===== config.mk =====
export PLATFORM = sky130hd
export DESIGN_NAME = line_transparency_packet_checker_unit
export DESIGN_NICKNAME = d
export VERILOG_FILES = /design/src/hw/rtl/ltpc_pkg.sv /design/src/hw/rtl/ltpc_front.sv /design/src/hw/rtl/ltpc_queue.sv /design/src/hw/rtl/ltpc_back.sv /design/src/hw/rtl/line_transparency_packet_checker_unit.sv
export SDC_FILE = /design/constraint.sdc
export NUM_CORES = 1
export LEC_CHECK = 0
export BUFFER_PORTS_ARGS = -buffer_cell sky130_fd_sc_hd__buf_4
export CORE_ASPECT_RATIO = 1.5
export CORE_MARGIN = 2
export CORE_UTILIZATION = 30
export CTS_CLUSTER_SIZE = 28
export DETAILED_ROUTE_END_ITERATION = 12
export GPL_TIMING_DRIVEN = 0
export SYNTH_ARGS = -nofsm -noshare
export SYNTH_HDL_FRONTEND = slang
export SYNTH_SLANG_ARGS = --single-unit

===== constraint.sdc =====
create_clock -name clk_i -period 4.3 [get_ports clk_i]
set_input_delay 0.215 -clock clk_i [delete_from_list [all_inputs] [get_ports clk_i]]
set_output_delay 0.215 -clock clk_i [all_outputs]
set_load 0.03 [all_outputs]

===== src/hw/rtl/ltpc_pkg.sv =====
// shared types and constants for the line transparency packet checker
`timescale 1ns / 1ps

package ltpc_pkg;

  // line ends once it holds this many bytes minus one
  localparam int unsigned LineLimit = 200;

  localparam int unsigned QDepth = 4;
  localparam int unsigned QPtrW  = $clog2(QDepth);

  localparam logic [7:0] ChZero    = 8'h30;
  localparam logic [7:0] ChNine    = 8'h39;
  localparam logic [7:0] ChNl      = 8'h0a;
  localparam logic [7:0] ChSpace   = 8'h20;
  localparam logic [7:0] ChA       = 8'h41;
  localparam logic [7:0] ChB       = 8'h42;
  localparam logic [7:0] Mask7     = 8'h7f;
  localparam logic [7:0] Mask8     = 8'hff;
  localparam logic [2:0] ZeroAbort = 3'd5;
  localparam logic [9:0] NumSat    = 10'd1023;

  // byte strings with the first character in the lowest byte
  localparam logic [31:0] HeadTen   = 32'h4120_3031; // "10 A"
  localparam logic [31:0] HeadDone  = 32'h656e_6f64; // "done"
  localparam logic [39:0] HeadRdone = 40'h65_6e6f_6472; // "rdone"

  typedef enum logic [2:0] {
    EV_VALID     = 3'd0,
    EV_IGNORED   = 3'd1,
    EV_INVALID   = 3'd2,
    EV_REMOTE    = 3'd3,
    EV_LOCAL     = 3'd4,
    EV_ABORT     = 3'd5,
    EV_MAP_READ  = 3'd6
  } ev_kind_e;

  typedef struct packed {
    ev_kind_e   kind;
    logic [7:0] code;
  } ev_t;

endpackage


===== src/hw/rtl/ltpc_front.sv =====
// front end: line assembly, abort detection and line classification
`timescale 1ns / 1ps

module ltpc_front (
  input  logic         clk_i,
  input  logic         rst_ni,
  input  logic         cfg_we_i,
  input  logic         cfg_wdata_i,
  input  logic         in_valid_i,
  output logic         in_ready_o,
  input  logic         command_i,
  input  logic [7:0]   data_byte_i,
  output logic         push_o,
  output ltpc_pkg::ev_t push_ev_o,
  input  logic         full_i
);
  import ltpc_pkg::*;

  logic        seven_q;
  logic        halted_q, halted_d;
  logic [7:0]  len_q, len_d;
  logic [2:0]  zrun_q, zrun_d;
  logic [9:0]  num_q, num_d;
  logic        dig_q, dig_d;
  logic [47:0] head_q, head_d;
  logic [31:0] aft_q, aft_d;
  logic [2:0]  acnt_q, acnt_d;

  logic        accept;
  logic [7:0]  ch;
  logic [2:0]  zrun_n;
  logic        abort, is_nl, keep_nl, do_store, finish;
  logic [13:0] num_mul;
  logic [7:0]  len_s, len_n;
  logic [9:0]  num_s, num_n;
  logic        dig_s, dig_n;
  logic [47:0] head_s, head_n;
  logic [31:0] aft_s, aft_n;
  logic [2:0]  acnt_s, acnt_n;
  logic [7:0]  cmask;
  logic        shape, big;
  ev_t         line_ev;

  assign in_ready_o = !full_i;
  assign accept     = in_valid_i && in_ready_o;

  always_comb begin
    ch      = seven_q ? (data_byte_i & Mask7) : data_byte_i;
    zrun_n  = (ch == ChZero) ? zrun_q + 3'd1 : 3'd0;
    abort   = (zrun_n >= ZeroAbort);
    is_nl   = (ch == ChNl);
    keep_nl = is_nl && (len_q == 8'd4) && (head_q[31:0] == HeadTen);
    do_store = !is_nl || keep_nl;
    finish  = (is_nl && !keep_nl) ||
              (!is_nl && ({1'b0, len_q} >= 9'(LineLimit - 2)));

    // line contents with this byte appended
    head_s = head_q;
    if (len_q < 8'd6) begin
      head_s[{len_q[2:0], 3'b000} +: 8] = ch;
    end
    num_mul = {1'b0, num_q, 3'b000} + {3'b000, num_q, 1'b0} + {10'd0, ch[3:0]};
    num_s   = num_q;
    dig_s   = dig_q;
    aft_s   = aft_q;
    acnt_s  = acnt_q;
    if (!dig_q && ch >= ChZero && ch <= ChNine) begin
      num_s = (num_mul > {4'd0, NumSat}) ? NumSat : num_mul[9:0];
    end else begin
      dig_s = 1'b1;
      if (acnt_q < 3'd4) begin
        aft_s[{acnt_q[1:0], 3'b000} +: 8] = ch;
        acnt_s = acnt_q + 3'd1;
      end
    end
    len_s = len_q + 8'd1;

    // the line as it stands when it ends here
    len_n  = do_store ? len_s  : len_q;
    num_n  = do_store ? num_s  : num_q;
    dig_n  = do_store ? dig_s  : dig_q;
    head_n = do_store ? head_s : head_q;
    aft_n  = do_store ? aft_s  : aft_q;
    acnt_n = do_store ? acnt_s : acnt_q;

    cmask = seven_q ? Mask7 : Mask8;
    big   = (num_n[9:8] != 2'b00);
    shape = (aft_n[7:0] == ChSpace) && (aft_n[15:8] == ChA) &&
            (aft_n[23:16] == (cmask & num_n[7:0])) && (aft_n[31:24] == ChB);

    line_ev.code = 8'd0;
    priority if (head_n[31:0] == HeadDone && head_n[39:32] == 8'd0) begin
      line_ev.kind = EV_REMOTE;
    end else if (head_n[39:0] == HeadRdone && head_n[47:40] == 8'd0) begin
      line_ev.kind = EV_LOCAL;
    end else begin
      line_ev.code = big ? 8'd0 : num_n[7:0];
      priority if (!shape || big) begin
        line_ev.kind = EV_INVALID;
      end else if (aft_n[23:16] == num_n[7:0]) begin
        line_ev.kind = EV_VALID;
      end else begin
        line_ev.kind = EV_IGNORED;
      end
    end
  end

  always_comb begin
    push_o         = 1'b0;
    push_ev_o.kind = EV_MAP_READ;
    push_ev_o.code = data_byte_i;
    halted_d = halted_q;
    len_d    = len_q;
    zrun_d   = zrun_q;
    num_d    = num_q;
    dig_d    = dig_q;
    head_d   = head_q;
    aft_d    = aft_q;
    acnt_d   = acnt_q;
    if (accept) begin
      if (command_i) begin
        push_o = 1'b1;
      end else if (!halted_q) begin
        if (abort || finish) begin
          len_d  = '0;
          zrun_d = '0;
          num_d  = '0;
          dig_d  = 1'b0;
          head_d = '0;
          aft_d  = '0;
          acnt_d = '0;
          if (abort) begin
            halted_d       = 1'b1;
            push_o         = 1'b1;
            push_ev_o.kind = EV_ABORT;
            push_ev_o.code = 8'd0;
          end else if (len_n != 8'd0) begin
            push_o    = 1'b1;
            push_ev_o = line_ev;
          end
        end else begin
          len_d  = len_n;
          zrun_d = zrun_n;
          num_d  = num_n;
          dig_d  = dig_n;
          head_d = head_n;
          aft_d  = aft_n;
          acnt_d = acnt_n;
        end
      end
    end
  end

  always_ff @(posedge clk_i or negedge rst_ni) begin
    if (!rst_ni) begin
      seven_q  <= 1'b0;
      halted_q <= 1'b0;
      len_q    <= '0;
      zrun_q   <= '0;
      num_q    <= '0;
      dig_q    <= 1'b0;
      head_q   <= '0;
      aft_q    <= '0;
      acnt_q   <= '0;
    end else begin
      if (cfg_we_i) begin
        seven_q <= cfg_wdata_i;
      end
      halted_q <= halted_d;
      len_q    <= len_d;
      zrun_q   <= zrun_d;
      num_q    <= num_d;
      dig_q    <= dig_d;
      head_q   <= head_d;
      aft_q    <= aft_d;
      acnt_q   <= acnt_d;
    end
  end

endmodule


===== src/hw/rtl/ltpc_queue.sv =====
// small fifo of classified events between front and back
`timescale 1ns / 1ps

module ltpc_queue (
  input  logic          clk_i,
  input  logic          rst_ni,
  input  logic          push_i,
  input  ltpc_pkg::ev_t push_ev_i,
  output logic          full_o,
  input  logic          pop_i,
  output ltpc_pkg::ev_t pop_ev_o,
  output logic          empty_o
);
  import ltpc_pkg::*;

  ev_t              mem_q [QDepth];
  logic [QPtrW-1:0] wr_q, rd_q;
  logic [QPtrW:0]   cnt_q;

  assign full_o   = (cnt_q == (QPtrW+1)'(QDepth));
  assign empty_o  = (cnt_q == '0);
  assign pop_ev_o = mem_q[rd_q];

  always_ff @(posedge clk_i) begin
    if (push_i) begin
      mem_q[wr_q] <= push_ev_i;
    end
  end

  always_ff @(posedge clk_i or negedge rst_ni) begin
    if (!rst_ni) begin
      wr_q  <= '0;
      rd_q  <= '0;
      cnt_q <= '0;
    end else begin
      if (push_i) begin
        wr_q <= wr_q + 1'b1;
      end
      if (pop_i) begin
        rd_q <= rd_q + 1'b1;
      end
      if (push_i && !pop_i) begin
        cnt_q <= cnt_q + 1'b1;
      end else if (pop_i && !push_i) begin
        cnt_q <= cnt_q - 1'b1;
      end
    end
  end

endmodule


===== src/hw/rtl/ltpc_back.sv =====
// back end: valid map, done flags and the output register
`timescale 1ns / 1ps

module ltpc_back (
  input  logic          clk_i,
  input  logic          rst_ni,
  input  logic          empty_i,
  input  ltpc_pkg::ev_t ev_i,
  output logic          pop_o,
  output logic          out_valid_o,
  input  logic          out_ready_i,
  output logic [2:0]    event_kind_o,
  output logic [7:0]    char_code_o,
  output logic          map_bit_o,
  output logic          both_done_o
);
  import ltpc_pkg::*;

  logic [255:0] map_q;
  logic         remote_q, local_q;
  logic         ovalid_q;
  ev_kind_e     kind_q;
  logic [7:0]   code_q;
  logic         bit_q, both_q;
  logic         remote_n, local_n;

  assign pop_o        = !empty_i && (!ovalid_q || out_ready_i);
  assign out_valid_o  = ovalid_q;
  assign event_kind_o = kind_q;
  assign char_code_o  = code_q;
  assign map_bit_o    = bit_q;
  assign both_done_o  = both_q;

  assign remote_n = remote_q || (ev_i.kind == EV_REMOTE);
  assign local_n  = local_q  || (ev_i.kind == EV_LOCAL);

  always_ff @(posedge clk_i or negedge rst_ni) begin
    if (!rst_ni) begin
      map_q    <= '0;
      remote_q <= 1'b0;
      local_q  <= 1'b0;
      ovalid_q <= 1'b0;
    end else begin
      if (pop_o) begin
        ovalid_q <= 1'b1;
        remote_q <= remote_n;
        local_q  <= local_n;
        if (ev_i.kind == EV_VALID) begin
          map_q[ev_i.code] <= 1'b1;
        end
      end else if (out_ready_i) begin
        ovalid_q <= 1'b0;
      end
    end
  end

  // payload of the output register
  always_ff @(posedge clk_i) begin
    if (pop_o) begin
      kind_q <= ev_i.kind;
      code_q <= ev_i.code;
      bit_q  <= (ev_i.kind == EV_MAP_READ) ? map_q[ev_i.code] : 1'b0;
      both_q <= remote_n && local_n;
    end
  end

endmodule


===== src/hw/rtl/line_transparency_packet_checker_unit.sv =====
// Line transparency packet checker: takes one received byte or map-read request per cycle
// on the input stream while the event queue has room, assembles bytes into lines and
// reports one event per finished non-empty line, abort or map read on the output stream.
// Sustained rate is one item per clock while the output accepts; a result is offered once
// the front has classified it and written the event queue at the transfer edge and the
// back end has loaded its output register from that queue. A four-entry event queue
// between front and back absorbs output stalls, so input is refused only when that queue
// is full. The 256-entry valid map is in reset-cleared flip-flops, so no clearing pass is needed.
`timescale 1ns / 1ps

module line_transparency_packet_checker_unit (
  input  logic        clk_i,
  input  logic        rst_ni,
  input  logic        cfg_we_i,
  input  logic        cfg_wdata_i,   // seven_bit_in
  input  logic        s_axis_tvalid,
  output logic        s_axis_tready,
  input  logic [7:0]  s_axis_tdata,  // [7:0] data_byte
  input  logic        s_axis_tuser,  // [0] command
  output logic        m_axis_tvalid,
  input  logic        m_axis_tready,
  output logic [15:0] m_axis_tdata,  // [7:0] char_code, [8] map_bit, [9] both_done, zeros
  output logic [2:0]  m_axis_tuser   // [2:0] event_kind
);
  import ltpc_pkg::*;

  logic       push, full, pop, empty;
  ev_t        push_ev, pop_ev;
  logic [7:0] char_code;
  logic       map_bit, both_done;

  ltpc_front u_front (
    .clk_i       (clk_i),
    .rst_ni      (rst_ni),
    .cfg_we_i    (cfg_we_i),
    .cfg_wdata_i (cfg_wdata_i),
    .in_valid_i  (s_axis_tvalid),
    .in_ready_o  (s_axis_tready),
    .command_i   (s_axis_tuser),
    .data_byte_i (s_axis_tdata),
    .push_o      (push),
    .push_ev_o   (push_ev),
    .full_i      (full)
  );

  ltpc_queue u_queue (
    .clk_i     (clk_i),
    .rst_ni    (rst_ni),
    .push_i    (push),
    .push_ev_i (push_ev),
    .full_o    (full),
    .pop_i     (pop),
    .pop_ev_o  (pop_ev),
    .empty_o   (empty)
  );

  ltpc_back u_back (
    .clk_i        (clk_i),
    .rst_ni       (rst_ni),
    .empty_i      (empty),
    .ev_i         (pop_ev),
    .pop_o        (pop),
    .out_valid_o  (m_axis_tvalid),
    .out_ready_i  (m_axis_tready),
    .event_kind_o (m_axis_tuser),
    .char_code_o  (char_code),
    .map_bit_o    (map_bit),
    .both_done_o  (both_done)
  );

  assign m_axis_tdata = {6'd0, both_done, map_bit, char_code};

endmodule

==> flow_metrics.env <==
export IMPL_synth_top_cell_by_area="dfrtp_1"
export IMPL_drive_above_1_share_pct=17.6
export IMPL_ys_async_sr_fraction_pct=86.7
export IMPL_synth_simple_gate_area_share_pct=9.70
export IMPL_cp_common_cell="a211o_1"
export IMPL_avgSynthCellArea_um2=12.4
export IMPL_critical_path_top_delay_family="compound AO/OA/AOI/OAI gates"
export IMPL_grt_max_degree=124
export IMPL_vias_per_cell=5.49
export IMPL_ys_seq_area_share_pct=54.0
export IMPL_antenna_found_initial=0
export IMPL_skew_ps=23.8
export IMPL_port_buffers=28
export IMPL_clock_fmax_mhz=236
export IMPL_arrival_ps=4640
export IMPL_routed_wl_um=60800
export IMPL_fin_util_pct=35.5
export IMPL_n_antenna_cell=0
export IMPL_status="finished, final reports clean"
export IMPL_first_pass_iters=5
export IMPL_ant_nets=0
export IMPL_hold_viol=0
export IMPL_peakVddDrop_mv=0.272
export IMPL_crit_buf_inv=1
export IMPL_fin_nets=1806
export IMPL_synth_seq_cells=430
export IMPL_placed_cell_area_mm2=0.0219
export IMPL_cts_buffer_depth=3
export IMPL_fin_cells=2680
export IMPL_critical_path_startpoint_type="register"
export IMPL_area_growth_syn_to_layout_pct=17.4
export IMPL_hp_class="in -> async"
export IMPL_rows=117
export IMPL_cp_slowest_cell="fa_2"
export IMPL_worstPathMaxFanout=6
export IMPL_crit_required_ps=4690
export IMPL_dp_hpwl_um=42400
export IMPL_path_cells="fa_2 -> ha_1 -> a21o_1 -> a211o_1 -> a211oi_2 -> o2111ai_4 -> buf_4 -> nor4_4 -> nor2_1 -> a211o_1 -> a32oi_1 -> nand4b_1 -> a31oi_4"
export IMPL_r2r_slack_ps=60
export IMPL_final_max_slew_viol_count=0
export IMPL_yosysTopAreaCellShare_pct=45.6
export IMPL_crit_path_end_kind="register"
export IMPL_cts_root_buffer="clkbuf_16"
export IMPL_synth_mux_area_share_pct=10.7
export IMPL_fin_crit_sh_pct=98.6
export IMPL_cts_buffers_inserted=46
export IMPL_worst_hold_slack_ps=53.6
export IMPL_critical_path_max_stage_delay_ps=620
export IMPL_die_area_mm2=0.0704
export IMPL_grt_usage_pct=17.5
export IMPL_synth_area_mm2=0.0205
export IMPL_htree_levels=2
export IMPL_synth_edff_count=57
export IMPL_drtIter0Drc=1250
export IMPL_synth_cells=1645
export IMPL_clk_latency_ps=590
export IMPL_clk_pin_slew_ps=60
export IMPL_grt_pass1_wl_um=94500
export IMPL_core_area_mm2=0.0678
export IMPL_synthXorXnorAreaFrac_pct=0.898
export IMPL_synth_top_family_by_area="compound AO/OA/AOI/OAI gates"
export IMPL_gp_congestion=0.945
export IMPL_relSlewSlack_pct=3.17
export IMPL_wire_per_inst_um=22.7
export IMPL_grt_ovfl_total=0
export IMPL_synthTopCellsByArea="dfrtp_1 46%, mux4_2 9.6%, o21bai_1 9.3%, edfxtp_1 8.4%, a22o_1 3.1%"
export IMPL_p_leak_uw=0.0101
export IMPL_die_width_um=217
export IMPL_power_uw=12200
export IMPL_yosys_warnings=0
export IMPL_drc_errors=0
export IMPL_io_pins=36
export IMPL_synth_fa_ha_area_share_pct=2.55
export IMPL_cts_tree="done"
export IMPL_final_area_mm2=0.0240
export IMPL_fin_crit_ps=4240
export IMPL_synth_cell_type_count=88
export IMPL_synthFlopType="dfrtp_1"
export IMPL_p_per_area_mw_per_mm2=508
export IMPL_max_cap_violations=0
export IMPL_vias=14700
export IMPL_cts_sinks=430
export IMPL_grt_pass1_vias=15500
export IMPL_dp_cells=2573
export IMPL_initial_utilization_pct=30.2
export IMPL_tightest_slew_ps=1440
export IMPL_finalSetupViolCount=0
export IMPL_rsz0062_at_grt="true"
export IMPL_synth_compound_area_share_pct=19.2
export IMPL_dieHeight_um=324
export IMPL_critPathKind="reg -> reg"
-- synthesized netlist by cell type (10+ instances only) --
library cell,n
a22o_1,72
dfrtp_1,373
and2_1,13
nor2b_1,20
nand3_1,26
nor3_1,27
inv_1,32
nor2_1,61
o21ai_0,45
a21oi_1,20
nand2_1,116
mux2i_1,18
nand4_1,13
buf_2,14
edfxtp_1,57
xnor2_1,14
nor4_1,21
a21o_1,13
o41ai_1,10
and3_1,12
o21bai_1,253
ha_1,37
a211oi_1,16
clkbuf_1,81
nand2b_1,13
o31ai_1,10
mux4_2,87
-- sequential cells by signal, indices dropped and copies added (netlist names) --
register             count
u_back.map_q           256
u_front.head_q          48
u_queue.mem_q           44
u_front.aft_q           32
u_front.num_q           10
u_back.char_code_o       8
u_front.len_q            8
u_back.event_kind_o      3
u_front.acnt_q           3
u_front.zrun_q           3
u_queue.cnt_q            3
u_queue.rd_q             2
u_queue.wr_q             2
u_back.both_done_o       1
u_back.local_q           1
u_back.map_bit_o         1
u_back.out_valid_o       1
u_back.remote_q          1
u_front.dig_q            1
u_front.halted_q         1
u_front.seven_q          1
-- kinds of logic (layout without fill, tap and decap cells) --
family                     count (synthesis)  after routing
DFF                                      430            430
buffers and inverters                    146            284
xor gates and xnor gates                  21             21
and+or+nand+nor                          379            379
muxes                                    109            109
adders and majority gates                 40             40
other                                      1              6
AOI/OAI and AO/OA                        519            519
-- power breakdown --
group | switching [uW] | internal (uW) | leakage, uW
Sequential | 279 | 4720 | 0.00567
Combinational | 1890 | 1240 | 0.00366
Clock | 1690 | 2400 | 0.000781
-- per-stage QoR --
step | worst slack (ps) | setup TNS [ps]
detailed placement | -739 | -53580
global route | -143 | -983
global placement | -741 | -173650
CTS | 10.8 | 0
floorplan | 258 | 0
finish | 58.6 | 0
-- worst reg2reg max path, stage by stage (launching register included) --
cell and delay [ps]:
dfrtp_2 440, fa_2 620, ha_1 240, a21o_1 200, a211o_1 300, a211oi_2 290
o2111ai_4 230, buf_4 210, nor4_4 400, nor2_1 130, a211o_1 240, a32oi_1 270
nand4b_1 200, a31oi_4 290
-- what timing repair did --
| item | 4_1_cts | 5_1_grt |
|---|---|---|
| hold endpoints to repair | 141 | 0 |
| endpoints found under the setup margin | 145 | 102 |
| cloned | 0 | 0 |
| buffers inserted | 8 | 12 |
| resized for setup | 56 | 26 |
| pin swaps | 7 | 16 |
| hold buffers | 5 | 0 |
-- layout make-up --
cell class / count / area (um^2)
Tap cell: 892 / 1120
Inverter: 32 / 120
Fill cell: 6530 / 43800
Clock buffer: 72 / 1450
Buffer: 111 / 515
Timing Repair Buffer: 56 / 504
Multi-Input combinational cell: 1074 / 9150
Sequential cell: 430 / 11000
Clock inverter: 13 / 121
-- routing by layer --
metal,global-route usage [%],vias to the layer above,wire length [um]
li1,-,6426,-
met1,20.6,7646,23600
met2,30.8,480,31000
met3,2.48,162,2650
met4,9.62,0,3470
met5,0,-,0
-- worst paths after layout --
| check | startpoint | end | cells after the start |
|---|---|---|---|
| worst max-delay path | u_front.num_q[0]$_DFFE_PN0P_ | u_queue.mem_q[3][8]$_DFFE_PP_ | 13 |
| worst min-delay path | rst_ni | u_back.map_q[248]$_DFFE_PN0P_ | 2 |
| worst max register to register | u_front.num_q[0]$_DFFE_PN0P_ | u_queue.mem_q[3][8]$_DFFE_PP_ | 13 |
| worst min register to register | u_back.map_q[241]$_DFFE_PN0P_ | u_back.map_q[241]$_DFFE_PN0P_ | 1 |
| max in group asynchronous | rst_ni | u_front.len_q[1]$_DFFE_PN0P_ | 5 |
| min in group clk_i | s_axis_tvalid | u_front.halted_q$_DFFE_PN0P_ | 3 |
-- placed cells by master, fill, tap and decap left out, types with 7 or more instances in the layout --
| cell type | n |
|---|---|
| a211o_1 | 7 |
| a211oi_1 | 14 |
| a21o_1 | 13 |
| a21oi_1 | 20 |
| a22o_1 | 72 |
| and2_1 | 13 |
| and3_1 | 12 |
| buf_2 | 13 |
| buf_4 | 57 |
| clkbuf_1 | 82 |
| clkbuf_16 | 49 |
| clkbuf_8 | 14 |
| clkinv_2 | 7 |
| dfrtp_1 | 370 |
| edfxtp_1 | 57 |
| ha_1 | 36 |
| inv_1 | 31 |
| mux2i_1 | 18 |
| mux4_2 | 87 |
| nand2_1 | 116 |
| nand2b_1 | 13 |
| nand3_1 | 26 |
| nand4_1 | 13 |
| nor2_1 | 59 |
| nor2b_1 | 19 |
| nor3_1 | 24 |
| nor4_1 | 16 |
| o211ai_1 | 8 |
| o21ai_0 | 36 |
| o21ai_1 | 12 |
| o21bai_1 | 253 |
| o31ai_1 | 7 |
| xnor2_1 | 14 |
| xor2_1 | 7 |
No activity file was read; power rests on OpenSTA's default activity.
